### src/rtl/assert_macros.svh
// Assertion helpers for the RTL files (used by priority_voice_allocator)
`ifndef ASSERT_MACROS_SVH
`define ASSERT_MACROS_SVH
`ifndef SYNTHESIS
// prop must hold at every rising clock edge outside reset
`define PVA_ASSERT(label, clk, rst_n, prop, msg) \
    label: assert property (@(posedge clk) disable iff (!rst_n) prop) else $error(msg);
// cond must never be true outside reset
`define PVA_NEVER(label, clk, rst_n, cond, msg) \
    label: assert property (@(posedge clk) disable iff (!rst_n) !(cond)) else $error(msg);
`else
`define PVA_ASSERT(label, clk, rst_n, prop, msg)
`define PVA_NEVER(label, clk, rst_n, cond, msg)
`endif
`endif

### src/rtl/pva_pkg.sv
package pva_pkg;

    // sizing
    localparam int CHANNEL_COUNT_DEF = 16;
    localparam int SOUND_IDS         = 64;
    localparam int SOUND_W           = 6;
    localparam int LEVEL_W           = 2;
    localparam int ELAPSED_W         = 16;
    localparam int CHAN_OUT_W        = 4;
    localparam int COUNT_W           = 7;

    // request actions
    localparam logic [1:0] ACT_PLAY = 2'd0;
    localparam logic [1:0] ACT_TICK = 2'd1;
    localparam logic [1:0] ACT_END  = 2'd2;

    // priority levels
    localparam logic [1:0] LVL_LOWEST  = 2'd0;
    localparam logic [1:0] LVL_LOW     = 2'd1;
    localparam logic [1:0] LVL_HIGH    = 2'd2;
    localparam logic [1:0] LVL_HIGHEST = 2'd3;

    // outcome codes
    localparam logic [2:0] OUT_GRANTED    = 3'd0;
    localparam logic [2:0] OUT_DISABLED   = 3'd1;
    localparam logic [2:0] OUT_BAD_ID     = 3'd2;
    localparam logic [2:0] OUT_DUPLICATE  = 3'd3;
    localparam logic [2:0] OUT_PLAYING    = 3'd4;
    localparam logic [2:0] OUT_NO_CHANNEL = 3'd5;
    localparam logic [2:0] OUT_NOT_PLAY   = 3'd6;

    // configuration register indexes
    localparam logic [1:0] CFG_AUDIO_EN   = 2'd0;
    localparam logic [1:0] CFG_DUP_WINDOW = 2'd1;
    localparam logic [1:0] CFG_SOUND_CNT  = 2'd2;

    // configuration reset values
    localparam logic [ELAPSED_W-1:0] DUP_WINDOW_RST = 16'd50;
    localparam logic [COUNT_W-1:0]   SOUND_CNT_RST  = 7'd64;

    localparam logic [ELAPSED_W-1:0] ELAPSED_MAX = '1;

    // one channel entry in the channel memory
    typedef struct packed {
        logic [SOUND_W-1:0]   sound;
        logic [LEVEL_W-1:0]   level;
        logic [ELAPSED_W-1:0] elapsed;
    } t_entry;

    // per-channel test results from the compare unit
    typedef struct packed {
        logic dup;       // same sound, playing, inside the window
        logic playing;   // same sound, playing
        logic idle;      // channel not playing
        logic diff;      // channel holds another sound
        logic high_ok;   // a high request may take this channel
    } t_cmp_flags;

    // one result item
    typedef struct packed {
        logic                  granted;
        logic [CHAN_OUT_W-1:0] channel;
        logic [2:0]            outcome;
    } t_result;

endpackage

### src/rtl/pva_chan_mem.sv
module pva_chan_mem #(
    parameter int DEPTH = pva_pkg::CHANNEL_COUNT_DEF,
    parameter int AW    = 4
) (
    input  logic             i_clk,
    input  logic             i_rst_n,
    input  logic             i_rd_en,
    input  logic [AW-1:0]    i_rd_addr,
    input  logic             i_wr_en,
    input  logic [AW-1:0]    i_wr_addr,
    input  pva_pkg::t_entry  i_wr_data,
    output pva_pkg::t_entry  o_rd_data
);

    pva_pkg::t_entry r_mem [DEPTH];
    pva_pkg::t_entry r_rd_data;
    logic [DEPTH-1:0] r_written;
    logic             r_rd_written;

    // storage array, registered read
    always_ff @(posedge i_clk) begin
        if (i_wr_en) begin
            r_mem[i_wr_addr] <= i_wr_data;
        end
        if (i_rd_en) begin
            r_rd_data <= r_mem[i_rd_addr];
        end
    end

    // written flags: an entry never written reads as zero
    always_ff @(posedge i_clk) begin
        if (!i_rst_n) begin
            r_written    <= '0;
            r_rd_written <= 1'b0;
        end else begin
            if (i_wr_en) begin
                r_written[i_wr_addr] <= 1'b1;
            end
            if (i_rd_en) begin
                r_rd_written <= r_written[i_rd_addr];
            end
        end
    end

    assign o_rd_data = r_rd_written ? r_rd_data : '0;

endmodule

### src/rtl/pva_entry_cmp.sv
module pva_entry_cmp (
    input  pva_pkg::t_entry                    i_entry,
    input  logic                               i_active,
    input  logic [pva_pkg::SOUND_W-1:0]        i_sound_id,
    input  logic [pva_pkg::ELAPSED_W-1:0]      i_window,
    output pva_pkg::t_cmp_flags                o_flags,
    output logic [pva_pkg::ELAPSED_W-1:0]      o_elapsed_next
);

    logic same;

    assign same = (i_entry.sound == i_sound_id);

    // channel tests for one scanned entry
    always_comb begin
        o_flags.dup     = i_active && same && (i_entry.elapsed <= i_window);
        o_flags.playing = i_active && same;
        o_flags.idle    = !i_active;
        o_flags.diff    = !same;
        o_flags.high_ok = (i_entry.level < pva_pkg::LVL_HIGH) ||
                          ((i_entry.level == pva_pkg::LVL_HIGH) && !i_active);
    end

    // saturating millisecond counter
    assign o_elapsed_next = (i_entry.elapsed == pva_pkg::ELAPSED_MAX) ?
                            i_entry.elapsed : (i_entry.elapsed + 1'b1);

endmodule

### src/rtl/priority_voice_allocator.sv
// Channel   Handshake                    Payload
// request   i_in_valid / o_in_ready      i_action, i_sound_id, i_level, i_done_channel
// result    o_out_valid / i_out_ready    o_granted, o_channel, o_outcome
// config    i_cfg_we                     i_cfg_index, i_cfg_wdata
//
// Play requests scan the channel memory one entry per cycle through the shared
// compare unit, then go through a decision state to the result state; ticks skip the
// decision; end, unknown and refused requests go straight to the result state. The next
// request can be taken once the result is registered. One read port bounds the scan.
// Reset is synchronous, active low; it idles all channels, no clearing pass.
// A result still waiting holds the block in its final state; no request is taken meanwhile.
`include "assert_macros.svh"

module priority_voice_allocator #(
    parameter int CHANNEL_COUNT = pva_pkg::CHANNEL_COUNT_DEF
) (
    input  logic                                i_clk,
    input  logic                                i_rst_n,
    input  logic                                i_in_valid,
    output logic                                o_in_ready,
    input  logic [1:0]                          i_action,
    input  logic [pva_pkg::SOUND_W-1:0]         i_sound_id,
    input  logic [pva_pkg::LEVEL_W-1:0]         i_level,
    input  logic [3:0]                          i_done_channel,
    output logic                                o_out_valid,
    input  logic                                i_out_ready,
    output logic                                o_granted,
    output logic [pva_pkg::CHAN_OUT_W-1:0]      o_channel,
    output logic [2:0]                          o_outcome,
    input  logic                                i_cfg_we,
    input  logic [1:0]                          i_cfg_index,
    input  logic [pva_pkg::ELAPSED_W-1:0]       i_cfg_wdata
);

    localparam int IW = (CHANNEL_COUNT > 1) ? $clog2(CHANNEL_COUNT) : 1;
    localparam logic [IW-1:0] LAST_CH = IW'(CHANNEL_COUNT - 1);

    typedef enum logic [3:0] {
        ST_IDLE   = 4'b0001,
        ST_SCAN   = 4'b0010,
        ST_DECIDE = 4'b0100,
        ST_DONE   = 4'b1000
    } t_state;

    t_state r_state, n_state;

    // configuration
    logic                              r_audio_en;
    logic [pva_pkg::ELAPSED_W-1:0]     r_dup_window;
    logic [pva_pkg::COUNT_W-1:0]       r_sound_count;

    // channel playing flags
    logic [CHANNEL_COUNT-1:0]          r_active;

    // request being worked on
    logic                              r_req_tick;
    logic [pva_pkg::SOUND_W-1:0]       r_req_sound;
    logic [pva_pkg::LEVEL_W-1:0]       r_req_level;

    // scan sequencer: issue side and data-return side
    logic                              r_issuing;
    logic [IW-1:0]                     r_idx;
    logic                              r_pv;
    logic [IW-1:0]                     r_pidx;

    // scan findings
    logic                              r_dup, r_playing;
    logic                              r_idle_found, r_diff_found, r_hi_found;
    logic [IW-1:0]                     r_idle_ch, r_diff_ch, r_hi_ch;

    // results
    pva_pkg::t_result                  r_res;
    logic                              r_out_valid;
    pva_pkg::t_result                  r_out;

    logic                              in_acc;
    logic                              out_free;
    logic                              scan_last;
    pva_pkg::t_result                  imm_res;
    logic                              imm_scan;
    logic                              active_rd;
    pva_pkg::t_entry                   rd_entry;
    pva_pkg::t_cmp_flags               flags;
    logic [pva_pkg::ELAPSED_W-1:0]     elapsed_next;
    logic                              wb_en;
    logic                              dec_granted;
    logic [IW-1:0]                     dec_pick;
    logic [2:0]                        dec_outcome;
    logic                              grant_en;
    logic                              mem_we;
    logic [IW-1:0]                     mem_waddr;
    pva_pkg::t_entry                   mem_wdata;

    assign o_in_ready  = (r_state == ST_IDLE);
    assign in_acc      = i_in_valid && o_in_ready;
    assign out_free    = !r_out_valid || i_out_ready;
    assign scan_last   = r_pv && (r_pidx == LAST_CH);
    assign o_out_valid = r_out_valid;
    assign o_granted   = r_out.granted;
    assign o_channel   = r_out.channel;
    assign o_outcome   = r_out.outcome;

    // checks settled at accept time
    always_comb begin
        imm_res.granted = 1'b0;
        imm_res.channel = '0;
        imm_res.outcome = pva_pkg::OUT_NOT_PLAY;
        imm_scan        = 1'b0;
        case (i_action)
            pva_pkg::ACT_PLAY: begin
                if (!r_audio_en) begin
                    imm_res.outcome = pva_pkg::OUT_DISABLED;
                end else if (({1'b0, i_sound_id} >= r_sound_count) ||
                             (32'(i_sound_id) >= pva_pkg::SOUND_IDS)) begin
                    imm_res.outcome = pva_pkg::OUT_BAD_ID;
                end else begin
                    imm_scan = 1'b1;
                end
            end
            pva_pkg::ACT_TICK: begin
                imm_scan = 1'b1;
            end
            default: begin
                imm_scan = 1'b0;
            end
        endcase
    end

    // channel memory and the shared compare unit
    pva_chan_mem #(
        .DEPTH (CHANNEL_COUNT),
        .AW    (IW)
    ) u_mem (
        .i_clk     (i_clk),
        .i_rst_n   (i_rst_n),
        .i_rd_en   ((r_state == ST_SCAN) && r_issuing),
        .i_rd_addr (r_idx),
        .i_wr_en   (mem_we),
        .i_wr_addr (mem_waddr),
        .i_wr_data (mem_wdata),
        .o_rd_data (rd_entry)
    );

    assign active_rd = r_active[r_pidx];

    pva_entry_cmp u_cmp (
        .i_entry        (rd_entry),
        .i_active       (active_rd),
        .i_sound_id     (r_req_sound),
        .i_window       (r_dup_window),
        .o_flags        (flags),
        .o_elapsed_next (elapsed_next)
    );

    // channel choice from the scan findings
    always_comb begin
        dec_granted = 1'b0;
        dec_pick    = '0;
        dec_outcome = pva_pkg::OUT_NO_CHANNEL;
        if (r_req_level == pva_pkg::LVL_HIGHEST) begin
            if (r_idle_found) begin
                dec_granted = 1'b1;
                dec_pick    = r_idle_ch;
            end else if (r_diff_found) begin
                dec_granted = 1'b1;
                dec_pick    = r_diff_ch;
            end
        end else if ((r_req_level < pva_pkg::LVL_HIGH) && r_dup) begin
            dec_outcome = pva_pkg::OUT_DUPLICATE;
        end else if (((r_req_level == pva_pkg::LVL_LOWEST) ||
                      (r_req_level == pva_pkg::LVL_HIGH)) && r_playing) begin
            dec_outcome = pva_pkg::OUT_PLAYING;
        end else if (r_req_level != pva_pkg::LVL_HIGH) begin
            dec_granted = r_idle_found;
            dec_pick    = r_idle_ch;
        end else begin
            dec_granted = r_hi_found;
            dec_pick    = r_hi_ch;
        end
        if (dec_granted) begin
            dec_outcome = pva_pkg::OUT_GRANTED;
        end
    end

    // memory writes: tick write-back during the scan, new voice on a grant
    assign wb_en    = (r_state == ST_SCAN) && r_pv && r_req_tick && active_rd;
    assign grant_en = (r_state == ST_DECIDE) && dec_granted;
    assign mem_we   = wb_en || grant_en;

    always_comb begin
        if (grant_en) begin
            mem_waddr         = dec_pick;
            mem_wdata.sound   = r_req_sound;
            mem_wdata.level   = r_req_level;
            mem_wdata.elapsed = '0;
        end else begin
            mem_waddr         = r_pidx;
            mem_wdata.sound   = rd_entry.sound;
            mem_wdata.level   = rd_entry.level;
            mem_wdata.elapsed = elapsed_next;
        end
    end

    // sequencer
    always_comb begin
        n_state = r_state;
        case (r_state)
            ST_IDLE: begin
                if (in_acc) begin
                    n_state = imm_scan ? ST_SCAN : ST_DONE;
                end
            end
            ST_SCAN: begin
                if (scan_last) begin
                    n_state = r_req_tick ? ST_DONE : ST_DECIDE;
                end
            end
            ST_DECIDE: begin
                n_state = ST_DONE;
            end
            ST_DONE: begin
                if (out_free) begin
                    n_state = ST_IDLE;
                end
            end
            default: begin
                n_state = ST_IDLE;
            end
        endcase
    end

    // control state
    always_ff @(posedge i_clk) begin
        if (!i_rst_n) begin
            r_state       <= ST_IDLE;
            r_audio_en    <= 1'b1;
            r_dup_window  <= pva_pkg::DUP_WINDOW_RST;
            r_sound_count <= pva_pkg::SOUND_CNT_RST;
            r_active      <= '0;
            r_issuing     <= 1'b0;
            r_pv          <= 1'b0;
            r_out_valid   <= 1'b0;
            r_dup         <= 1'b0;
            r_playing     <= 1'b0;
            r_idle_found  <= 1'b0;
            r_diff_found  <= 1'b0;
            r_hi_found    <= 1'b0;
        end else begin
            r_state <= n_state;

            if (i_cfg_we) begin
                case (i_cfg_index)
                    pva_pkg::CFG_AUDIO_EN:   r_audio_en    <= i_cfg_wdata[0];
                    pva_pkg::CFG_DUP_WINDOW: r_dup_window  <= i_cfg_wdata;
                    pva_pkg::CFG_SOUND_CNT:  r_sound_count <= i_cfg_wdata[pva_pkg::COUNT_W-1:0];
                    default: begin
                    end
                endcase
            end

            // playing flags: channel end and grant
            for (int ch = 0; ch < CHANNEL_COUNT; ch++) begin
                if (in_acc && (i_action == pva_pkg::ACT_END) &&
                    (32'(i_done_channel) == ch)) begin
                    r_active[ch] <= 1'b0;
                end
                if (grant_en && (dec_pick == IW'(ch))) begin
                    r_active[ch] <= 1'b1;
                end
            end

            // scan issue and return
            if (in_acc) begin
                r_issuing <= imm_scan;
            end else if ((r_state == ST_SCAN) && r_issuing && (r_idx == LAST_CH)) begin
                r_issuing <= 1'b0;
            end
            r_pv <= (r_state == ST_SCAN) && r_issuing;

            // findings
            if (in_acc) begin
                r_dup        <= 1'b0;
                r_playing    <= 1'b0;
                r_idle_found <= 1'b0;
                r_diff_found <= 1'b0;
                r_hi_found   <= 1'b0;
            end else if ((r_state == ST_SCAN) && r_pv) begin
                r_dup        <= r_dup || flags.dup;
                r_playing    <= r_playing || flags.playing;
                r_idle_found <= r_idle_found || flags.idle;
                r_diff_found <= r_diff_found || flags.diff;
                r_hi_found   <= r_hi_found || flags.high_ok;
            end

            // output register
            if ((r_state == ST_DONE) && out_free) begin
                r_out_valid <= 1'b1;
            end else if (i_out_ready) begin
                r_out_valid <= 1'b0;
            end
        end
    end

    // request and result payload
    always_ff @(posedge i_clk) begin
        if (in_acc) begin
            r_req_tick  <= (i_action == pva_pkg::ACT_TICK);
            r_req_sound <= i_sound_id;
            r_req_level <= i_level;
            r_idx       <= '0;
            r_res       <= imm_res;
        end else if ((r_state == ST_SCAN) && r_issuing && (r_idx != LAST_CH)) begin
            r_idx <= r_idx + 1'b1;
        end

        if ((r_state == ST_SCAN) && r_issuing) begin
            r_pidx <= r_idx;
        end

        // first matching channel of each kind
        if ((r_state == ST_SCAN) && r_pv) begin
            if (!r_idle_found && flags.idle) begin
                r_idle_ch <= r_pidx;
            end
            if (!r_diff_found && flags.diff) begin
                r_diff_ch <= r_pidx;
            end
            if (!r_hi_found && flags.high_ok) begin
                r_hi_ch <= r_pidx;
            end
        end

        if (r_state == ST_DECIDE) begin
            r_res.granted <= dec_granted;
            r_res.channel <= dec_granted ? pva_pkg::CHAN_OUT_W'(dec_pick) : '0;
            r_res.outcome <= dec_outcome;
        end

        if ((r_state == ST_DONE) && out_free) begin
            r_out <= r_res;
        end
    end

    `PVA_ASSERT(a_issue_in_range, i_clk, i_rst_n,
        r_issuing |-> (r_idx <= LAST_CH), "scan index past last channel")
    `PVA_ASSERT(a_return_in_scan, i_clk, i_rst_n,
        r_pv |-> (r_state == ST_SCAN), "scan data returned outside the scan")
    `PVA_ASSERT(a_decide_one_cycle, i_clk, i_rst_n,
        (r_state == ST_DECIDE) |=> (r_state == ST_DONE),
        "decision did not end in the result state")
    `PVA_NEVER(a_write_in_idle, i_clk, i_rst_n,
        mem_we && ((r_state == ST_IDLE) || (r_state == ST_DONE)),
        "channel memory written outside scan or decision")
    `PVA_ASSERT(a_grant_code, i_clk, i_rst_n,
        (r_state == ST_DONE) |-> (r_res.granted == (r_res.outcome == pva_pkg::OUT_GRANTED)),
        "grant flag disagrees with outcome")

endmodule

### config.mk
export PLATFORM = sky130hd
export DESIGN_NAME = priority_voice_allocator
export DESIGN_NICKNAME = d
export VERILOG_FILES = /design/src/rtl/pva_pkg.sv /design/src/rtl/pva_chan_mem.sv /design/src/rtl/pva_entry_cmp.sv /design/src/rtl/priority_voice_allocator.sv
export VERILOG_INCLUDE_DIRS = /design/src /design/src/rtl
export SDC_FILE = /design/constraint.sdc
export NUM_CORES = 1
export LEC_CHECK = 0
export BUFFER_PORTS_ARGS = -buffer_cell sky130_fd_sc_hd__buf_2
export CAP_MARGIN = 0
export CORE_AREA = 2 2 225 161
export CTS_CLUSTER_DIAMETER = 150
export DETAILED_ROUTE_END_ITERATION = 16
export DIE_AREA = 0 0 227 163
export GPL_ROUTABILITY_DRIVEN = 0
export HOLD_SLACK_MARGIN = 0.03
export PLACE_DENSITY_LB_ADDON = 0.15
export SKIP_LAST_GASP = 1
export SYNTH_ARGS = -nofsm -noshare
export SYNTH_HDL_FRONTEND = slang
export SYNTH_SLANG_ARGS = --single-unit
### constraint.sdc
create_clock -name i_clk -period 3.76 [get_ports i_clk]
set_clock_uncertainty 0.1 [all_clocks]
set_input_delay 0.752 -clock i_clk [delete_from_list [all_inputs] [get_ports i_clk]]
set_output_delay 0.752 -clock i_clk [all_outputs]
set_load 0.02 [all_outputs]
== Word-level counts from Yosys, hierarchy flattened ==
Memory sizes are Yosys's and may differ from the RTL's. A register that Yosys moved wholly into a read port is not among the register bits.
Index checks and enable logic that the tools add are counted.
Word-level totals
  memory bits (read-only): 0
  latch bits: 0
  memory bits (writable): 384
  register bits after elaboration: 114
  word-level logic and storage cells: 285
  output and inout bits: 10
  bits of input ports: 37
  memories: 1
Cells by class
  shifts and indexed selects: 0
  equality and inequality tests: 50
  order comparisons: 8
  add/sub/neg operators: 2
  muxes and demuxes: 79
  reduce and logical (&&, ||, !) cells: 99
  divide/modulo/power cells: 0
  bitwise logic cells: 2
  multiply operators: 0
Memories
  u_mem.r_mem: depth 16, bits a word 24, read ports 1, clocked after Yosys merged registers in 1, write ports 1, RTL line pva_chan_mem.sv:15  | pva_pkg::t_entry r_mem [DEPTH];
Operators with widths (number)
  equality test 4 bit (second input constant): 19
  logical AND 1 bit: 52
  2-to-1 mux 4 bit: 13
  2-to-1 mux 1 bit: 50
  2-to-1 mux 24 bit: 2
  nonzero test 2 bit: 19
  equality test 4 x 3 -> 1 bit (second input constant): 9
  equality test 4 x 2 -> 1 bit (second input constant): 5
  2-to-1 mux 3 bit: 6
  adder 16 x 1 -> 16 bit (second input constant): 1
  equality test 16 bit (second input constant): 1
  <= comparator 16 bit: 1
  2-to-1 mux 16 bit: 1
  2-to-1 mux 8 bit: 2
  OR 16 bit: 1
  case mux 4 bit (4 select lines): 1
  less-than comparator 4 x 5 -> 1 bit (second input constant): 3
  equality test 4 x 1 -> 1 bit (second input constant): 3
  AND reduction 2 bit: 6
  equality test 2 bit (second input constant): 5
  logical OR 1 bit: 9
  binary-select mux 1 bit (select 4 bit): 2
  logical NOT 4 bit: 2
  >= comparator 6 x 7 -> 1 bit: 1
  15 further kinds: 26

== Logic depth before layout (Yosys ltp) ==
  depth in word-level cells: 13
  gate-level depth with buffers: 13
  mapped depth without buffers: 9

== Hierarchy ==
A second synthesis with hierarchy kept.
Second synthesis, totals
  cell total of the unflattened synthesis: 1204
  area total of the unflattened synthesis: 21136.5 sq um
Modules (own cells, without submodules)
  pva_chan_mem: instances 1, seq. area each 12592.1 sq um, cells each 657, area an instance 16000.3 sq um
  priority_voice_allocator: instances 1, seq. area each 2352.3 sq um, cells each 423, area an instance 4316.6 sq um
  pva_entry_cmp: instances 1, seq. area each 0.0 sq um, cells each 124, area an instance 819.5 sq um

== Least setup slack after synthesis ==
OpenSTA, ideal clock, no wires.
  path kind: register to register
  from: register r_req_level[1] in the netlist's numbering
  to: memory u_mem.r_mem[9][0] in the netlist's numbering (enable)
  buffers on the path: 1
  period minus slack after synthesis: 3.357 ns
  stages on the path, launching flop included: 8
  library setup time: 0.405 ns
  slack: 0.403 ns
  data arrival time: 2.852 ns
  data required time: 3.255 ns
  path through: edfxtp_1 > buf_2 > or3b_1 > a21oi_1 > a221oi_4 > or3_1 > and2_1 > nor2_1
Between the ends
  cells in the longest elaborated chain, start to end: 10
  elaborated cells between the ends (all ways): 21
  those cells by class: 1 x order compare; 3 x eq/ne; 11 x mux; 6 x reduce/logical
RTL lines
  start, declared: RTL line priority_voice_allocator.sv:58  | logic [pva_pkg::LEVEL_W-1:0] r_req_level;
  start signal, assigned: RTL line priority_voice_allocator.sv:309  | r_req_level <= i_level;
  equality test 2 bit / logical NOT 2 bit (equally long branches): RTL line priority_voice_allocator.sv:171, priority_voice_allocator.sv:170
  logical OR 1 bit: RTL line priority_voice_allocator.sv:170  | end else if (((r_req_level == pva_pkg::LVL_LOWEST) ||
  logical AND 1 bit: RTL line priority_voice_allocator.sv:171  | (r_req_level == pva_pkg::LVL_HIGH)) && r_playing) begin
  2-to-1 mux 1 bit: RTL line priority_voice_allocator.sv:170
  2-to-1 mux 1 bit: RTL line priority_voice_allocator.sv:168  | end else if ((r_req_level < pva_pkg::LVL_HIGH) && r_dup) begin
  2-to-1 mux 1 bit: RTL line priority_voice_allocator.sv:160  | if (r_req_level == pva_pkg::LVL_HIGHEST) begin
  logical AND 1 bit: RTL line priority_voice_allocator.sv:187  | assign grant_en = (r_state == ST_DECIDE) && dec_granted;
  logical OR 1 bit: RTL line priority_voice_allocator.sv:188  | assign mem_we = wb_en || grant_en;
  2-to-1 mux 1 bit: RTL line pva_chan_mem.sv:22  | if (i_wr_en) begin
  2-to-1 mux 1 bit (not written as such): RTL line pva_chan_mem.sv:23  | r_mem[i_wr_addr] <= i_wr_data;
  end, declared: RTL line pva_chan_mem.sv:15
Several ways; a longest one is shown, not always the timed one.

== Final worst setup path ==
  from: register r_req_level[1] in the netlist's numbering
  to: memory u_mem.r_mem[14][7] in the netlist's numbering (enable)
The elaborated chain is that of the path after synthesis.

==> metrics.cfg <==
[synthesis]
synth-main-ff-cell = edfxtp_1
synth-xor-area-share_pct = 0.6994
ys_warn_count = 0
synth-simple-area-share_pct = 6.453
synth_edf_count = 449
synth_mux_area_share_pct = 14.05
synthCells = 1243
syn_area_mm2 = 0.02129
synth_adder_area_share_pct = 1.411
synth_fp_nets = 1304
avgSynthCellArea_um2 = 17.13
yosysSeqAreaShare_pct = 70.20
yosys_register_bits = 522
synth-compound-area-share_pct = 5.289
synth_top_family_by_area = multiplexers
async_reset_ff_share_pct = 0
ys_types = 67

[worst_setup_path]
cp_slowest_stage_delay_ns = 0.91
crit_path_max_fanout = 24
worstPathArrival_ns = 3.82
path_cells = nand2b_1 -> and3_1 -> a221oi_4 -> nor2_1 -> a2bb2oi_2 -> buf_4 -> nor2_4
criticalPathCategory = register to register
cp-end-kind = register
cp-start-kind = register
critPathSlowestCell = nor2_4
cp_data_required_time_ns = 3.82

[sta]
fin_crit_ns = 3.759
worst_slew_pin_slew_ns = 1.307
tns_ns = 0
max_clock_freq_mhz = 266.1
setup_viol = 0
period_share_pct = 99.96
drv_slew = 0
rsz0062_at_grt = yes
slew-limit-headroom_pct = 12.43
hold_viol_final = 0

[die]
num_rows = 58
fp.dieW_um = 227
initial_core_util_pct = 60.61
io_pins = 47
dieArea_mm2 = 0.03700
die_y_um = 163
design.core.area_mm2 = 0.03512

[placement]
dpl.cell_count = 1747
place.detailed.hpwl_um = 30860
io_buffer_count = 46

[routing]
via_count = 11985
drc_errors = 0
drtIter0Drc = 1289
drt_first_pass_iters = 5
detail_route.wl_per_cell_um = 27.28
drt_wl_total_um = 50110
antenna_left = 0
vias_per_cell = 6.524

[layout]
layout.nets = 1381
area_growth_pct = 12.15
utilization_pct = 67.98
drive_gt1_share_pct = 23.36
diodes = 0
fin_cells = 1837

[clock_network]
path_clk_slew_ns = 0.06
root_buffer = clkbuf_16
cts_tree = done
ctsHoldBuffers = 0
cts_buffers = 48
ctsHtreeMaxLevel = 2
clockBufferDepth = 3
worstSkewPairLatency_ns = 0.58
postCtsSetupBuffers = 0
postCtsResizedCells = 0
cts.sinks = 522

[global_route]
grt_pass1_vias = 11581
grt.overflow.total = 0
antenna_found_initial = 1
grt_max_degree = 56
track_usage_pct = 27.59
grt_pass1_wl_um = 73260

[power]
irDropWorstVdd_v = 0.0004165
power.total_w = 0.01119
total_leakage_power_nw = 7.801
power_density_mw_per_mm2 = 468.7

[hold_path]
min_path_type = primary input to register

[run_status]
status = finished clean

[run]
maxCapViolations = 0

-- worst max-delay path, delay by kind of cell (launching register included) --
kind / cells / cell delay [ns]
and+or+nand+nor: 4 / 2.11
AOI/OAI and AO/OA: 2 / 0.30
buffers and inverters: 1 / 0.20
DFF: 1 / 0.62
-- cell usage in the layout, fill, tap and decap left out, types with 9 or more instances in the layout --
cell type / netlist / routed
clkbuf_16: 0 / 49
dfxtp_1: 73 / 69
and2_1: 16 / 16
nand2b_1: 12 / 12
mux2i_1: 13 / 13
nor2_1: 57 / 50
clkbuf_1: 32 / 15
xnor2_1: 10 / 10
o21ai_0: 23 / 23
nand4_1: 9 / 9
edfxtp_1: 449 / 449
nand2_1: 95 / 95
inv_1: 46 / 46
buf_4: 0 / 27
nor3_1: 9 / 9
a21oi_1: 66 / 58
nand3_1: 25 / 25
ha_1: 24 / 24
buf_2: 18 / 46
mux4_2: 127 / 127
o31ai_1: 9 / 9
-- final timing paths --
kind,cells past startpoint,end,from,slack (ns)
worst min register to register,0,o_outcome[1],r_res[1],0.32
worst min-delay path,1,r_req_sound[0],i_sound_id[0],0.30
worst max-delay path,7,u_mem.r_mem[14][7],r_req_level[1],0.001
worst max register to register,7,u_mem.r_mem[14][7],r_req_level[1],0.001
-- cell usage after synthesis (4+ instances only) --
master | count | area, um2
a31oi_1 | 8 | 50.05
dfxtp_1 | 73 | 1461
and2_1 | 16 | 100.1
ha_1 | 24 | 300.3
nand3_1 | 25 | 125.1
nand3b_1 | 8 | 60.06
buf_2 | 18 | 90.09
mux4_2 | 127 | 2860
nand2b_1 | 12 | 75.07
nor3_1 | 9 | 45.04
o21ai_0 | 23 | 115.1
o21bai_1 | 4 | 30.03
inv_1 | 46 | 172.7
xor2_1 | 7 | 61.31
nor2b_1 | 7 | 43.79
xnor2_1 | 10 | 87.58
nand2_1 | 95 | 356.6
nor3_2 | 4 | 40.04
buf_1 | 5 | 18.77
or3b_1 | 4 | 35.03
clkbuf_1 | 32 | 120.1
o211ai_1 | 7 | 52.55
a211oi_1 | 5 | 37.54
o31ai_1 | 9 | 67.56
a311oi_1 | 5 | 43.79
a21o_1 | 5 | 37.54
edfxtp_1 | 449 | 13480
nand4_1 | 9 | 56.30
o21a_1 | 8 | 60.06
nor2_1 | 57 | 214.0
mux2i_1 | 13 | 130.1
a21oi_1 | 66 | 330.3
-- stage by stage --
stage	instance area (um2)	setup WS [ns]	hold WS, ns
2_1_floorplan	21290	0.4032	0.3003
3_3_place_gp	22360	0.2602	0.3042
3_5_place_dp	22360	0.1446	0.3090
4_1_cts	23840	0.1091	0.2754
5_1_grt	23880	-0.1203	0.2851
6_report	23880	0.001446	0.2967
-- registers in the layout (all words and copies together), names as in the netlist, 6 cells and up --
| register | count |
|---|---|
| r_sound_count | 7 |
| r_active | 16 |
| u_mem.r_written | 16 |
| r_req_sound | 6 |
| u_mem.r_mem | 384 |
| r_dup_window | 16 |
| r_res | 8 |
| u_mem.r_rd_data | 24 |
-- final cells by class --
type | count | area [um2]
Multi-Input combinational cell | 622 | 6110
Clock inverter | 17 | 117.6
Sequential cell | 522 | 14950
Clock buffer | 70 | 1365
Fill cell | 2362 | 11250
Tap cell | 480 | 600.6
Inverter | 47 | 176.4
Timing Repair Buffer | 79 | 553.0
-- power by group --
| group | leakage [nW] | total, W | internal (W) | switching [W] |
|---|---|---|---|---|
| clock | 0.719 | 0.00463 | 0.00259 | 0.00205 |
| combinational | 2.28 | 0.000279 | 0.000102 | 0.000178 |
| sequential | 4.81 | 0.00628 | 0.00624 | 0.0000360 |
| total | 7.80 | 0.0112 | 0.00893 | 0.00226 |
-- routing by layer --
layer,vias up,track usage (%),part of all wire [%]
li1,5083,-,-
met3,85,6.855,10
met5,-,0,0.016
met4,2,6.952,2.2
met2,617,39.92,44
met1,6198,42.68,44
-- cells by family (layout without fill, tap and decap cells) --
group,count (synthesis),after routing
AO/OA/AOI/OAI,169,172
buffers and inverters,102,213
multiplexers,140,140
adder cells (fa/ha/maj),24,24
XOR/XNOR,17,17
AND/OR/NAND/NOR,269,269
flip-flops,522,522
Power figures use the tool's default switching activity.
